### src/rtl/tat_pkg.sv
`default_nettype none

package tat_pkg;

  localparam int SAMPLE_W    = 10;
  localparam int WINDOW_W    = 16;
  localparam int RPM_W       = 21;
  localparam int CFG_INDEX_W = 2;
  localparam int CFG_DATA_W  = 16;

  localparam logic [WINDOW_W-1:0] MEASURE_WINDOW_RESET = 16'd2048;
  localparam logic [WINDOW_W-1:0] CALIB_WINDOW_RESET   = 16'd512;
  localparam logic [SAMPLE_W-1:0] INIT_THRESHOLD_RESET = 10'd295;
  localparam logic [SAMPLE_W-1:0] SAMPLE_MAX           = 10'd1023;
  localparam logic [WINDOW_W-1:0] BREAK_MAX            = 16'hFFFF;
  localparam logic [RPM_W-1:0]    RPM_FACTOR           = 21'd60;
  localparam logic [RPM_W-1:0]    RPM_MAX              = 21'd1966020;

  localparam logic REQ_PRESS = 1'b1;

  typedef enum logic [1:0] {
    MODE_STOPPED = 2'd0,
    MODE_CALIB   = 2'd1,
    MODE_MEASURE = 2'd2
  } mode_t;

  typedef enum logic [CFG_INDEX_W-1:0] {
    REG_MEASURE_WINDOW = 2'd0,
    REG_CALIB_WINDOW   = 2'd1,
    REG_INIT_THRESHOLD = 2'd2
  } cfg_reg_t;

  typedef struct packed {
    logic                req_type;
    logic [SAMPLE_W-1:0] sample;
  } in_t;

  typedef struct packed {
    logic [RPM_W-1:0]    rpm;
    logic [SAMPLE_W-1:0] last_sample;
    logic [SAMPLE_W-1:0] threshold_now;
  } out_t;

endpackage

`default_nettype wire

### src/rtl/tat_core.sv
`default_nettype none

module tat_core (
  input  logic                             clk,
  input  logic                             rst,
  input  logic                             step,
  input  tat_pkg::in_t                     item,
  input  logic                             cfg_we,
  input  logic [tat_pkg::CFG_INDEX_W-1:0]  cfg_index,
  input  logic [tat_pkg::CFG_DATA_W-1:0]   cfg_data,
  output logic                             has_result,
  output tat_pkg::out_t                    result
);
  import tat_pkg::*;

  logic [WINDOW_W-1:0] measure_window;
  logic [WINDOW_W-1:0] calib_window;

  mode_t               mode, mode_next;
  logic [WINDOW_W-1:0] sample_count, sample_count_next;
  logic [WINDOW_W-1:0] break_count, break_count_next;
  logic [SAMPLE_W-1:0] threshold, threshold_next;
  logic [SAMPLE_W-1:0] min_seen, min_seen_next;
  logic [SAMPLE_W-1:0] max_seen, max_seen_next;

  logic [WINDOW_W-1:0] count_inc;
  logic [WINDOW_W-1:0] break_after;
  logic [SAMPLE_W-1:0] min_upd, max_upd;
  logic [SAMPLE_W:0]   mid_sum;
  logic                hit;

  always_comb begin
    count_inc   = sample_count + 16'd1;
    hit         = (item.sample == threshold) && (break_count != BREAK_MAX);
    break_after = hit ? (break_count + 16'd1) : break_count;
    max_upd     = (item.sample > max_seen) ? item.sample : max_seen;
    min_upd     = (item.sample < min_seen) ? item.sample : min_seen;
    mid_sum     = {1'b0, min_upd} + {1'b0, max_upd};

    mode_next         = mode;
    sample_count_next = sample_count;
    break_count_next  = break_count;
    threshold_next    = threshold;
    min_seen_next     = min_seen;
    max_seen_next     = max_seen;
    has_result        = 1'b0;

    result.rpm           = {6'd0, break_after[WINDOW_W-1:1]} * RPM_FACTOR;
    result.last_sample   = item.sample;
    result.threshold_now = threshold;

    if (step) begin
      if (item.req_type == REQ_PRESS) begin
        if (mode == MODE_STOPPED) begin
          mode_next         = MODE_CALIB;
          sample_count_next = '0;
        end else begin
          mode_next = MODE_STOPPED;
        end
      end else if (mode != MODE_STOPPED) begin
        sample_count_next = count_inc;
        break_count_next  = break_after;
        unique case (mode)
          MODE_CALIB: begin
            min_seen_next = min_upd;
            max_seen_next = max_upd;
            if (count_inc == calib_window) begin
              sample_count_next = '0;
              threshold_next    = mid_sum[SAMPLE_W:1];
              min_seen_next     = SAMPLE_MAX;
              max_seen_next     = '0;
              mode_next         = MODE_MEASURE;
            end
          end
          default: begin
            if (count_inc == measure_window) begin
              sample_count_next = '0;
              break_count_next  = '0;
              has_result        = 1'b1;
            end
          end
        endcase
      end
    end
  end

  always_ff @(posedge clk) begin
    if (rst) begin
      mode         <= MODE_STOPPED;
      sample_count <= '0;
      break_count  <= '0;
      threshold    <= INIT_THRESHOLD_RESET;
      min_seen     <= SAMPLE_MAX;
      max_seen     <= '0;
    end else begin
      mode         <= mode_next;
      sample_count <= sample_count_next;
      break_count  <= break_count_next;
      min_seen     <= min_seen_next;
      max_seen     <= max_seen_next;
      if (cfg_we && (cfg_reg_t'(cfg_index) == REG_INIT_THRESHOLD)) begin
        threshold <= cfg_data[SAMPLE_W-1:0];
      end else begin
        threshold <= threshold_next;
      end
    end
  end

  always_ff @(posedge clk) begin
    if (rst) begin
      measure_window <= MEASURE_WINDOW_RESET;
      calib_window   <= CALIB_WINDOW_RESET;
    end else if (cfg_we) begin
      unique case (cfg_reg_t'(cfg_index))
        REG_MEASURE_WINDOW: measure_window <= cfg_data[WINDOW_W-1:0];
        REG_CALIB_WINDOW:   calib_window   <= cfg_data[WINDOW_W-1:0];
        default: ;
      endcase
    end
  end

endmodule

`default_nettype wire

### src/rtl/tat_obuf.sv
`default_nettype none

module tat_obuf (
  input  logic          clk,
  input  logic          rst,
  input  logic          push,
  input  tat_pkg::out_t push_data,
  output logic          push_ready,
  output logic          out_valid,
  input  logic          out_ready,
  output tat_pkg::out_t out_data
);
  import tat_pkg::*;

  logic skid_valid;
  out_t skid_data;
  logic pop;

  assign pop        = out_valid && out_ready;
  assign push_ready = !skid_valid;

  always_ff @(posedge clk) begin
    if (rst) begin
      out_valid  <= 1'b0;
      skid_valid <= 1'b0;
    end else if (pop) begin
      if (skid_valid) begin
        skid_valid <= push;
      end else begin
        out_valid <= push;
      end
    end else if (!out_valid) begin
      out_valid <= push;
    end else if (push) begin
      skid_valid <= 1'b1;
    end
  end

  always_ff @(posedge clk) begin
    if (pop && skid_valid) begin
      out_data <= skid_data;
    end else if (push && (pop || !out_valid)) begin
      out_data <= push_data;
    end
    if (push && ((pop && skid_valid) || (!pop && out_valid))) begin
      skid_data <= push_data;
    end
  end

endmodule

`default_nettype wire

### src/rtl/tachometer_auto_threshold.sv
// Channel  Handshake              Payload
// in       in_valid / in_ready    in_data   (req_type, sample)
// out      out_valid / out_ready  out_data  (rpm, last_sample, threshold_now)
// cfg      cfg_we                 cfg_index, cfg_data
//
// One item per cycle while the skid entry of the output buffer is empty.
// A result passes through the input register, then the output register.
// A two-entry output buffer keeps input flowing through an out stall until its skid entry fills.
// Synchronous reset returns to stopped mode with default windows and threshold.
`default_nettype none

module tachometer_auto_threshold (
  input  logic                             clk,
  input  logic                             rst,
  input  logic                             in_valid,
  output logic                             in_ready,
  input  tat_pkg::in_t                     in_data,
  output logic                             out_valid,
  input  logic                             out_ready,
  output tat_pkg::out_t                    out_data,
  input  logic                             cfg_we,
  input  logic [tat_pkg::CFG_INDEX_W-1:0]  cfg_index,
  input  logic [tat_pkg::CFG_DATA_W-1:0]   cfg_data
);
  import tat_pkg::*;

  logic inq_valid;
  in_t  inq_item;
  logic res_ready;
  logic step;
  logic has_result;
  out_t result;

  assign step     = inq_valid && res_ready;
  assign in_ready = !inq_valid || res_ready;

  always_ff @(posedge clk) begin
    if (rst) begin
      inq_valid <= 1'b0;
    end else if (in_ready) begin
      inq_valid <= in_valid;
    end
  end

  always_ff @(posedge clk) begin
    if (in_valid && in_ready) begin
      inq_item <= in_data;
    end
  end

  tat_core u_core (
    .clk        (clk),
    .rst        (rst),
    .step       (step),
    .item       (inq_item),
    .cfg_we     (cfg_we),
    .cfg_index  (cfg_index),
    .cfg_data   (cfg_data),
    .has_result (has_result),
    .result     (result)
  );

  tat_obuf u_obuf (
    .clk        (clk),
    .rst        (rst),
    .push       (step && has_result),
    .push_data  (result),
    .push_ready (res_ready),
    .out_valid  (out_valid),
    .out_ready  (out_ready),
    .out_data   (out_data)
  );

endmodule

`default_nettype wire

### config.mk
export PLATFORM = sky130hd
export DESIGN_NAME = tachometer_auto_threshold
export DESIGN_NICKNAME = d
export VERILOG_FILES = /design/src/rtl/tat_pkg.sv /design/src/rtl/tat_core.sv /design/src/rtl/tat_obuf.sv /design/src/rtl/tachometer_auto_threshold.sv
export SDC_FILE = /design/constraint.sdc
export NUM_CORES = 1
export LEC_CHECK = 0
export ABC_CLOCK_PERIOD_IN_PS = 9920
export BUFFER_PORTS_ARGS = -buffer_cell sky130_fd_sc_hd__buf_2
export CAP_MARGIN = 20
export CORE_UTILIZATION = 40
export CTS_BUF_LIST = sky130_fd_sc_hd__clkbuf_4 sky130_fd_sc_hd__clkbuf_8 sky130_fd_sc_hd__clkbuf_16
export CTS_CLUSTER_DIAMETER = 100
export DETAILED_ROUTE_END_ITERATION = 6
export GPL_ROUTABILITY_DRIVEN = 1
export PLACE_DENSITY = 0.67
export SYNTH_ARGS = -nofsm -noshare
export SYNTH_HDL_FRONTEND = slang
export SYNTH_SLANG_ARGS = --single-unit
### constraint.sdc
create_clock -name clk -period 9.92 [get_ports clk]
set_input_delay 0 -clock clk [delete_from_list [all_inputs] [get_ports clk]]
set_output_delay 0 -clock clk [all_outputs]
set_load 0.01 [all_outputs]
==> flow_summary_export.csv, run 1 <==
group,metric,value,unit
run_status,outcome,"complete, no violations",
sta,setup_violations,0,
cts,cts_inserted_buffers,17,
logic_synthesis,synth_edf_count,89,
logic_synthesis,synth-main-ff-cell,"dfxtp_1",
finish,multi_input_area,6300,um^2
logic_synthesis,synth.avg_cell_area,8.86,um^2
logic_synthesis,synth-adder-area-share,0.0969,
worst_setup_path,cp_cell_sequence,"and4_1 -> and2_1 -> nand3_1 -> o41ai_4 -> nor2_1 -> xnor2_1 -> xnor2_1 -> ha_1 -> nor2_1 -> fa_1 -> inv_1 -> ha_1 -> nor2b_1 -> o21ai_0 -> a21boi_0 -> o211ai_1 -> a21oi_1 -> nor3_1 -> nor3_1 -> a2111oi_0 -> o21bai_1 -> xor2_1",
placed_design,place.gp.congestion,0.934,
detailed_routing,first_iter_violations,828,
detailed_routing,avgRoutedWirePerCell,16.0,um
logic_synthesis,synth_mux_area_frac,0.0160,
sta,fin_crit_sh,0.651,
finish,regArea,4650,um^2
sta,tns,0,ps
logic_synthesis,synth_top_family_by_area,"simple AND/OR/NAND/NOR gates",
power_and_ir_drop,p_int,1240,uW
cts,path_clk_slew,80,ps
logic_synthesis,synth_area,11500,um^2
logic_synthesis,synth_xor_area_frac,0.0797,
logic_synthesis,synth_top_area_frac,0.232,
global_routing,grt_start_max_net_pins,73,
cts,clk_path_buf_depth,2,
detailed_routing,via_count,9405,
logic_synthesis,synthSimpleGateAreaFrac,0.213,
finish,n_antenna_cell,0,
floorplanning,ioPinCount,77,
global_routing,grt_pass1_vias,8814,
cts,cts_hold_buf,29,
worst_setup_path,arrival,6660,ps
worst_setup_path,cpPeakStageDelay,700,ps
sta,post-route-min-period,6460,ps
cts,postCtsSetupBuffers,0,
global_routing,track_usage,0.197,
global_routing,grt-ovfl-total,0,
cts,clock_latency,450,ps
finish,drive_gt1_frac,0.114,
cts,h-tree-depth,4,
power_and_ir_drop,total_power,1680,uW
detailed_routing,drt_wl_total,28200,um
logic_synthesis,seq_area_frac_synth,0.403,
placed_design,dpl.hpwl,20700,um
global_routing,grt_pass1_wl,45600,um
worst_setup_path,worst_ep_required_time,10120,ps
logic_synthesis,ys_top_cells_by_area,"edfxtp_1 23%, dfxtp_1 17%, nand2_1 9.0%",
worst_setup_path,cp_max_fo,12,
floorplanning,die_height,172,um
logic_synthesis,synth_most_common_cell,"nand2_1",
power_and_ir_drop,p_leak,0.00527,uW
logic_synthesis,synth_compound_gate_area_share,0.139,
sta,skew,12.2,ps
finish,num-fill-cells,2693,
cts,cts_tree,"done",
floorplanning,core_area,28100,um^2
cts,cts.sinks,188,
detailed_routing,ant_nets,0,
logic_synthesis,ys_ff_latch,188,
job,drv_cap,0,
floorplanning,rows,61,
power_and_ir_drop,p_per_area,128,nW/um^2
sta,slew_headroom,0.398,
worst_setup_path,startpoint_type,"flop",
finish,area_growth,13.9,%
floorplanning,die_area,29500,um^2
logic_synthesis,synthCells,1303,
power_and_ir_drop,p_sw,437,uW
sta,rsz0062_at_grt,"false",
power_and_ir_drop,peakVddDrop,0.000111,V
global_routing,grt_antenna_before_repair,0,
power_and_ir_drop,switching_share,0.260,
cts,post_cts_resized,0,
worst_hold_path,hold_path_class,"input port to flop",
placed_design,portBuffers,74,
logic_synthesis,ys.warnings.count,0,
sta,hold_viol,0,
logic_synthesis,synth_cell_types,81,
detailed_routing,drt_pass1_iterations,6,
sta,max_freq,155,MHz
logic_synthesis,synth.largest_area_cell,"edfxtp_1",
worst_setup_path,worst_setup_path_end_kind,"flop",
sta,tightest_slew,899,ps
worst_setup_path,crit_slowest_cell,"a2111oi_0",
power_and_ir_drop,combPwrFrac,0.077,
logic_synthesis,synthTopCellsByCount,"276 x nand2_1, 100 x a21oi_1, 99 x dfxtp_1, 89 x edfxtp_1, 80 x inv_1",
detailed_routing,viasPerCell,5.33,
power_and_ir_drop,pwr-share-clk,0.428,
logic_synthesis,synthArstFlopShare,0,
finish,nets,1480,
sta,slew_violations,0,
worst_setup_path,worstSetupPathType,"flop to flop",
detailed_routing,drc,0,
floorplanning,start_util,0.411,
power_and_ir_drop,power_frac_seq,0.495,
floorplanning,die_w,172,um
cts,root_buffer,"clkbuf_16",
[layout by cell type, fill, tap and decap left out, drive strengths merged, types with 7 or more instances in the layout]
| master | count |
|---|---|
| nor3 | 25 |
| nand3 | 50 |
| edfxtp | 89 |
| inv | 88 |
| dlygate4sd3 | 29 |
| dfxtp | 99 |
| fa | 18 |
| maj3 | 7 |
| nor2b | 13 |
| xnor2 | 58 |
| clkbuf | 17 |
| mux2 | 12 |
| a21o | 10 |
| buf | 88 |
| nor2 | 61 |
| nand2 | 276 |
| nor4 | 10 |
| or3 | 7 |
| o211ai | 10 |
| a31oi | 7 |
| ha | 55 |
| a211oi | 8 |
| nor3b | 7 |
| xor2 | 35 |
| o21ai | 53 |
| and3 | 8 |
| a21oi | 100 |
| o31ai | 25 |
| nand4 | 12 |
[area by class of cell]
cell class,count,share of cell area
clock inverters,15,0.0153
multi-input cells,969,0.480
flip-flops and latches,188,0.354
repair buffers,117,0.0596
clock buffers,17,0.0324
well taps,378,0.0360
inverters,80,0.0228
[power by group through the flow]
stage	clock, uW	combinational [uW]	sequential (uW)
detailed placement	0	118	849
global route	760	144	833
finish	718	130	831
global placement	0	116	849
CTS	734	128	831
floorplan	0	85.1	844
[stage by stage]
step                      std cells  hold WS [ps]  utilization  cell area (um^2)  worst slack [ps]
final                          1764          79.6        0.468             13100              3460
after global routing           1764           110        0.468             13100              2790
after CTS                      1763          70.9        0.468             13100              3500
after detailed placement       1702           184        0.435             12200              3570
after global placement         1701           186        0.434             12200              3800
after floorplan                1304          98.9            -             11500              4460
[per-layer routing]
metal  GRT usage  up-vias  part of all wire
li1            -     4691                 -
met1       0.267     4389              0.47
met2       0.326      292              0.46
met3      0.0307       33             0.049
met4      0.0512        0             0.017
met5           0        -                 0
[state kept, by name, summed over array words and instances (netlist names), 2 cells and up]
register               count
u_obuf.skid_data          39
u_core.calib_window       16
u_core.min_seen           10
u_core.break_count        16
u_core.measure_window     16
u_core.sample_count       16
u_core.max_seen           10
u_core.threshold          10
u_core.mode                2
u_obuf.out_data           39
inq_item                  11
[worst paths after layout]
kind	to	startpoint	cells after the start	slack, ps
setup reg to reg	u_obuf.skid_data[40]	u_core.break_count[5]	22	3460
setup / recovery	u_obuf.skid_data[40]	u_core.break_count[5]	22	3460
hold reg to reg	u_core.measure_window[2]	u_core.measure_window[2]	2	470
hold / removal	u_core.measure_window[15]	cfg_index[1]	5	80
[logic make-up (layout without fill, tap and decap cells)]
logic type | after synthesis | after routing
other cells | 1 | 2
compound gates | 258 | 258
flops | 188 | 188
simple gates | 515 | 515
buf+inv | 147 | 229
mux | 17 | 17
fa+ha+maj | 80 | 80
xor+xnor | 97 | 97
[critical path: cells and delay by family (launching register included)]
family                   cells  cell delay (ps)
AO/OA/AOI/OAI                7             2220
XOR/XNOR                     3              820
adder cells (fa/ha/maj)      3             1080
buffers and inverters        1               40
flip-flops                   1              600
AND/OR/NAND/NOR              8             1440
No activity file was read; power rests on OpenSTA's default activity.
==> run 2, diff against run 1 <==
- ABC_AREA: unset -> 1
- ABC_CLOCK_PERIOD_IN_PS: 9920 -> 5700
- PLACE_DENSITY: 0.67 -> 0.69
- clock period: 9.92 -> 5.7 ns (I/O delays scaled with it)
==> run 2 against run 1 <==
Effect of this change: via count increased by 7.7%; global-route usage increased by 0.53 points; sequential cell count unchanged; synthesized cell count increased by 15%; sequential power increased by 76%; non-clock buffer count decreased by 4; critical path type unchanged; critical endpoint is now u_obuf.out_data[37].
==> flow_summary_export.csv, run 2 <==
group,metric,value,unit
finish,instances_no_fill,1982,
logic_synthesis,synth-adder-area-share,0.0905,
worst_setup_path,crit_slowest_cell,"fa_1",
sta,fin_crit_sh,0.885,
finish,multi_input_area,6050,um^2
global_routing,grt-ovfl-total,0,
sta,rsz0062_at_grt,"false",
worst_setup_path,critPathTopFamily,"simple AND/OR/NAND/NOR gates",
worst_setup_path,worstSetupPathType,"flop to flop",
sta,tns,0,ps
power_and_ir_drop,p_per_area,230,nW/um^2
power_and_ir_drop,p_int,2170,uW
worst_setup_path,cp_max_fo,9,
worst_setup_path,r2r_slack,660,ps
logic_synthesis,synthCells,1503,
logic_synthesis,synth_top_area_frac,0.231,
cts,root_buffer,"clkbuf_16",
logic_synthesis,synth.avg_cell_area,7.71,um^2
placed_design,portBuffers,74,
cts,path_clk_slew,100,ps
finish,num-fill-cells,2727,
cts,clock_latency,450,ps
detailed_routing,drt_wl_total,28500,um
logic_synthesis,ys.warnings.count,0,
logic_synthesis,synth_most_common_cell,"nand2_1",
logic_synthesis,synth_area,11600,um^2
sta,skew,21.1,ps
floorplanning,rows,61,
cts,h-tree-depth,4,
finish,nets,1698,
worst_setup_path,cp_cell_sequence,"xnor2_1 -> nand4_1 -> nor4_4 -> nand2_2 -> o21ai_1 -> inv_1 -> nand2_1 -> nand2_1 -> nand2_1 -> nand2_1 -> fa_1 -> inv_1 -> ha_1 -> nand2_1 -> a21oi_1 -> nor3b_1 -> nand2_1 -> a21boi_0 -> o21ai_0 -> a21oi_1 -> xor2_1 -> nand2_1 -> nand2_1",
logic_synthesis,synth_compound_gate_area_share,0.107,
global_routing,grt.busiest_layer,"met2",
floorplanning,die_height,172,um
finish,final_common_cell,"nand2_1",
logic_synthesis,synthTopCellsByCount,"426 x nand2_1, 183 x inv_1, 115 x nand3_1, 100 x a21oi_1, 99 x dfxtp_1",
logic_synthesis,synth_xor_area_frac,0.0419,
global_routing,use_met3,0.0259,
placed_design,dpl.hpwl,21300,um
worst_setup_path,startpoint_type,"flop",
finish,largestRegisters,"u_obuf.out_data: 39 flops, u_obuf.skid_data: 39 flops",
floorplanning,die_w,172,um
sta,fin_ws,657,ps
power_and_ir_drop,pwr-share-clk,0.426,
worst_setup_path,arrival,5370,ps
detailed_routing,drt_pass1_iterations,6,
global_routing,use_met1,0.281,
finish,drive_gt1_frac,0.108,
finish,regArea,4650,um^2
placed_design,place.gp.congestion,0.941,
finish,n_antenna_cell,0,
detailed_routing,ant_nets,0,
job,drv_cap,0,
global_routing,grt_pass1_vias,9646,
logic_synthesis,ys_top_cells_by_area,"edfxtp_1 23%, dfxtp_1 17%, nand2_1 14%",
floorplanning,core_area,28200,um^2
logic_synthesis,synthSimpleGateAreaFrac,0.279,
logic_synthesis,synth_cell_types,51,
detailed_routing,drc,0,
global_routing,grt_util_met2,0.326,
sta,slew_violations,0,
worst_hold_path,hold_path_class,"input port to flop",
logic_synthesis,synth_edf_count,89,
power_and_ir_drop,combPwrFrac,0.098,
finish,area_growth,14.7,%
power_and_ir_drop,peakVddDrop,0.000183,V
detailed_routing,first_iter_violations,1005,
cts,cts.sinks,188,
logic_synthesis,synthArstFlopShare,0,
worst_setup_path,worst_setup_path_end_kind,"flop",
detailed_routing,viasPerCell,5.11,
floorplanning,ioPinCount,77,
power_and_ir_drop,p_sw,887,uW
logic_synthesis,synth-main-ff-cell,"dfxtp_1",
finish,mostFrequentLayoutCells,"426 x nand2_1, 183 x inv_1, 115 x nand3_1",
worst_setup_path,cpPeakStageDelay,540,ps
logic_synthesis,seq_area_frac_synth,0.402,
logic_synthesis,ys_ff_latch,188,
worst_setup_path,cp_common_cell,"nand2_1",
global_routing,track_usage,0.203,
worst_setup_path,crit_buf_inv,2,
power_and_ir_drop,p_leak,0.00591,uW
logic_synthesis,synth_mux_area_frac,0,
logic_synthesis,synth_top_family_by_area,"simple AND/OR/NAND/NOR gates",
global_routing,grt_pass1_wl,47400,um
run_status,outcome,"complete, no violations",
logic_synthesis,synth.largest_area_cell,"edfxtp_1",
power_and_ir_drop,power_frac_seq,0.477,
sta,post-route-min-period,5040,ps
floorplanning,start_util,0.411,
floorplanning,die_area,29600,um^2
finish,final_util,0.472,
cts,clk_path_buf_depth,2,
placed_design,dp_cells,1921,
placed_design,preCtsSetupSlack,597,ps
sta,slew_headroom,0.293,
cts,cts_tree,"done",
sta,tightest_slew,1060,ps
detailed_routing,via_count,10100,
power_and_ir_drop,switching_share,0.290,
global_routing,grt_antenna_before_repair,0,
cts,cts_inserted_buffers,17,
sta,max_freq,198,MHz
global_routing,grt_start_max_net_pins,51,
sta,hold_ws,49.9,ps
sta,hold_viol,0,
detailed_routing,avgRoutedWirePerCell,14.4,um
worst_setup_path,worst_ep_required_time,6030,ps
sta,setup_violations,0,
-- run 2: layer usage --
| layer | share of wire | routed length (um) | vias to the layer above |
|---|---|---|---|
| met5 | 0 | 0 | - |
| met4 | 0.017 | 493 | 0 |
| met3 | 0.055 | 1570 | 32 |
| met2 | 0.45 | 12800 | 293 |
| met1 | 0.48 | 13600 | 4702 |
| li1 | - | - | 5106 |
-- run 2: logic make-up (layout without fill, tap and decap cells) --
family          Yosys count  in the layout
simple gates            729            729
buf+inv                 235            335
compound gates          224            224
flops                   188            188
fa+ha+maj                73             73
xor+xnor                 53             53
other cells               1              2
-- run 2: final timing paths --
path	depth (start not counted)	endpoint	startpoint
setup / recovery	23	u_obuf.out_data[37]	inq_item[7]
setup reg to reg	23	u_obuf.out_data[37]	inq_item[7]
hold reg to reg	2	u_core.measure_window[12]	u_core.measure_window[12]
hold / removal	4	u_core.measure_window[8]	cfg_index[0]
-- run 2: timing repair --
item,CTS,global route
hold endpoints to repair,49,0
hold buffers,29,0
endpoints found under the setup margin,0,1
setup buffers,0,0
gates resized for setup,0,1
-- run 2: layout make-up --
type / instances / area share
clock buffers: 17 / 0.0320
clock inverters: 15 / 0.0167
inverters: 190 / 0.0537
multi-input cells: 1081 / 0.455
flip-flops and latches: 188 / 0.350
well taps: 378 / 0.0356
repair buffers: 113 / 0.0569
-- run 2: power groups by stage --
stage                     Clock [uW]  Sequential [uW]  Combinational, uW
after floorplan                    0             1480                203
after global placement             0             1490                272
after detailed placement           0             1490                277
after CTS                       1320             1460                294
after global routing            1370             1460                334
final                           1300             1460                298
-- run 2: worst min-delay path: cells and delay by family --
kind / cells / cell delay, ps
and+or+nand+nor: 1 / 40
buffers and inverters: 2 / 290
AOI/OAI and AO/OA: 1 / 140
-- run 2: stage by stage --
| step | cell area (um^2) | total power [uW] |
|---|---|---|
| 6_report | 13300 | 3060 |
| 3_3_place_gp | 12300 | 1760 |
| 5_1_grt | 13300 | 3170 |
| 3_5_place_dp | 12400 | 1760 |
| 4_1_cts | 13300 | 3070 |
| 2_1_floorplan | 11600 | 1680 |
==> run 3, diff against run 2 <==
- REMOVE_ABC_BUFFERS: unset -> 1
==> run 3 against run 2 <==
Effect of this change: hold slack improved by 23 ps; largest cell class unchanged; sequential share of layout area increased by 0.076 points; critical path type unchanged; wire length decreased by 1.6%; die area stayed put.
==> flow_summary_export.csv, run 3 (synthesized netlist as in run 2, its figures left out) <==
group,metric,value,unit
detailed_routing,via_count,10100,
detailed_routing,drt_pass1_iterations,6,
cts,cts_inserted_buffers,17,
global_routing,grt_start_max_net_pins,51,
worst_hold_path,holdPathStages,4,
run_status,outcome,"complete, no violations",
sta,max_freq,195,MHz
cts,postCtsSetupBuffers,0,
cts,clock_latency,440,ps
sta,rsz0062_at_grt,"false",
worst_hold_path,hold_path_class,"input port to flop",
sta,slew_violations,0,
finish,area_growth,14.5,%
finish,post-route-cell-area,13300,um^2
detailed_routing,avgRoutedWirePerCell,14.1,um
sta,tightest_slew,1010,ps
worst_setup_path,worstSetupPathType,"flop to flop",
floorplanning,start_util,0.411,
finish,nets,1699,
power_and_ir_drop,peakVddDrop,0.000156,V
power_and_ir_drop,p_leak,0.00590,uW
finish,largestRegisters,"u_obuf.out_data: 39 flops, u_obuf.skid_data: 39 flops",
finish,final_common_cell,"nand2_1",
power_and_ir_drop,p_per_area,228,nW/um^2
worst_setup_path,cpPeakStageDelay,530,ps
finish,n_antenna_cell,0,
floorplanning,die_w,172,um
cts,path_clk_slew,90,ps
worst_setup_path,arrival,5440,ps
global_routing,grt_antenna_before_repair,0,
sta,hold_viol,0,
floorplanning,ioPinCount,77,
sta,post-route-min-period,5130,ps
worst_setup_path,r2r_slack,570,ps
worst_setup_path,cp_common_cell,"nand2_1",
floorplanning,die_area,29600,um^2
global_routing,grt_pass1_wl,45800,um
worst_setup_path,r2r-start,"inq_item[1]",
worst_hold_path,hold_start,"cfg_index[0]",
worst_setup_path,r2r-end,"u_obuf.out_data[36]",
cts,clk_path_buf_depth,2,
worst_setup_path,worst_ep_required_time,6010,ps
sta,skew,18.6,ps
placed_design,place_area,12300,um^2
cts,cts_tree,"done",
global_routing,track_usage,0.195,
global_routing,grt-ovfl-total,0,
floorplanning,die_height,172,um
sta,fin_crit_sh,0.899,
placed_design,portBuffers,74,
detailed_routing,drc,0,
sta,setup_violations,0,
worst_setup_path,crit_buf_inv,3,
finish,num-fill-cells,2736,
cts,root_buffer,"clkbuf_16",
worst_setup_path,cp_max_fo,11,
job,drv_cap,0,
floorplanning,rows,61,
detailed_routing,first_iter_violations,981,
finish,mostFrequentLayoutCells,"426 x nand2_1, 183 x inv_1, 115 x nand3_1",
sta,hold_ws,73.2,ps
placed_design,place.gp.congestion,0.898,
global_routing,grt_pass1_vias,9226,
floorplanning,core_area,28200,um^2
placed_design,dpl.hpwl,20900,um
detailed_routing,viasPerCell,5.08,
cts,cts.sinks,188,
worst_setup_path,worst_setup_path_end_kind,"flop",
detailed_routing,drt_wl_total,28100,um
worst_hold_path,min_to,"u_core.measure_window[4]",
power_and_ir_drop,total_power,3020,uW
detailed_routing,ant_nets,0,
worst_setup_path,rr_worst_depth,27,
finish,drive_gt1_frac,0.109,
worst_setup_path,critPathTopFamily,"simple AND/OR/NAND/NOR gates",
cts,h-tree-depth,4,
worst_setup_path,startpoint_type,"flop",
sta,slew_headroom,0.323,
worst_setup_path,crit_slowest_cell,"fa_1",
run 3: cell count changes in the layout (fill, tap and decap cells not counted):
cell / previous run / this run
nor2_2: 7 / 6
inv_16: 2 / 0
inv_8: 3 / 1
inv_6: 2 / 4
buf_4: 9 / 11
clkinv_8: 3 / 4
nor4_2: 0 / 1
nor4_4: 2 / 1
buf_16: 1 / 0
inv_12: 5 / 6
nor2_4: 3 / 4
run 3: repair_timing:
item,4_1_cts,5_1_grt
hold buffers,29,0
resized for setup,0,1
endpoints found under the setup margin,0,1
hold endpoints to repair,48,0
run 3: power by group:
part	leakage, uW	internal [uW]	total [uW]	switching, uW
Sequential	0.00162	1430	1460	25.3
Clock	0.000305	618	1260	645
Combinational	0.00397	111	298	187
Total	0.00590	2160	3020	857
run 3: worst max-delay path by stage:
| stage | cells past startpoint | start | to |
|---|---|---|---|
| 3_3_place_gp | 27 | inq_item[1] | u_obuf.out_data[36] |
| 3_5_place_dp | 27 | inq_item[1] | u_obuf.out_data[36] |
| 5_1_grt | 27 | inq_item[1] | u_obuf.out_data[36] |
| 4_1_cts | 27 | inq_item[1] | u_obuf.out_data[36] |
| 2_1_floorplan | 11 | u_core.sample_count[0] | u_obuf.skid_data[0] |
| 6_report | 27 | inq_item[1] | u_obuf.out_data[36] |
run 3: area by class of cell:
cell class	count	area [um^2]	area share
Inverter	190	713	0.0538
Sequential cell	188	4650	0.351
Timing Repair Buffer	114	743	0.0560
Tap cell	378	473	0.0357
Clock buffer	17	425	0.0321
Clock inverter	15	209	0.0158
Multi-Input combinational cell	1081	6040	0.456
run 3: worst min-delay path: stages:
cell and delay, ps:
buf_2 90, nor3_2 40, buf_4 190, a21oi_1 150
run 3: through the flow:
stage,setup slack [ps],util,cells,setup TNS [ps]
6_report,573,0.471,1983,0
5_1_grt,107,0.471,1983,0
3_3_place_gp,692,0.438,1921,0
3_5_place_dp,474,0.438,1921,0
2_1_floorplan,-241,-,1459,-9410
4_1_cts,457,0.471,1982,0
run 3: per-layer routing:
metal | GRT usage | vias up | share of wire
li1 | - | 5117 | -
met1 | 0.274 | 4637 | 0.48
met2 | 0.312 | 305 | 0.45
met3 | 0.0224 | 24 | 0.053
met4 | 0.0562 | 0 | 0.017
met5 | 0 | - | 0
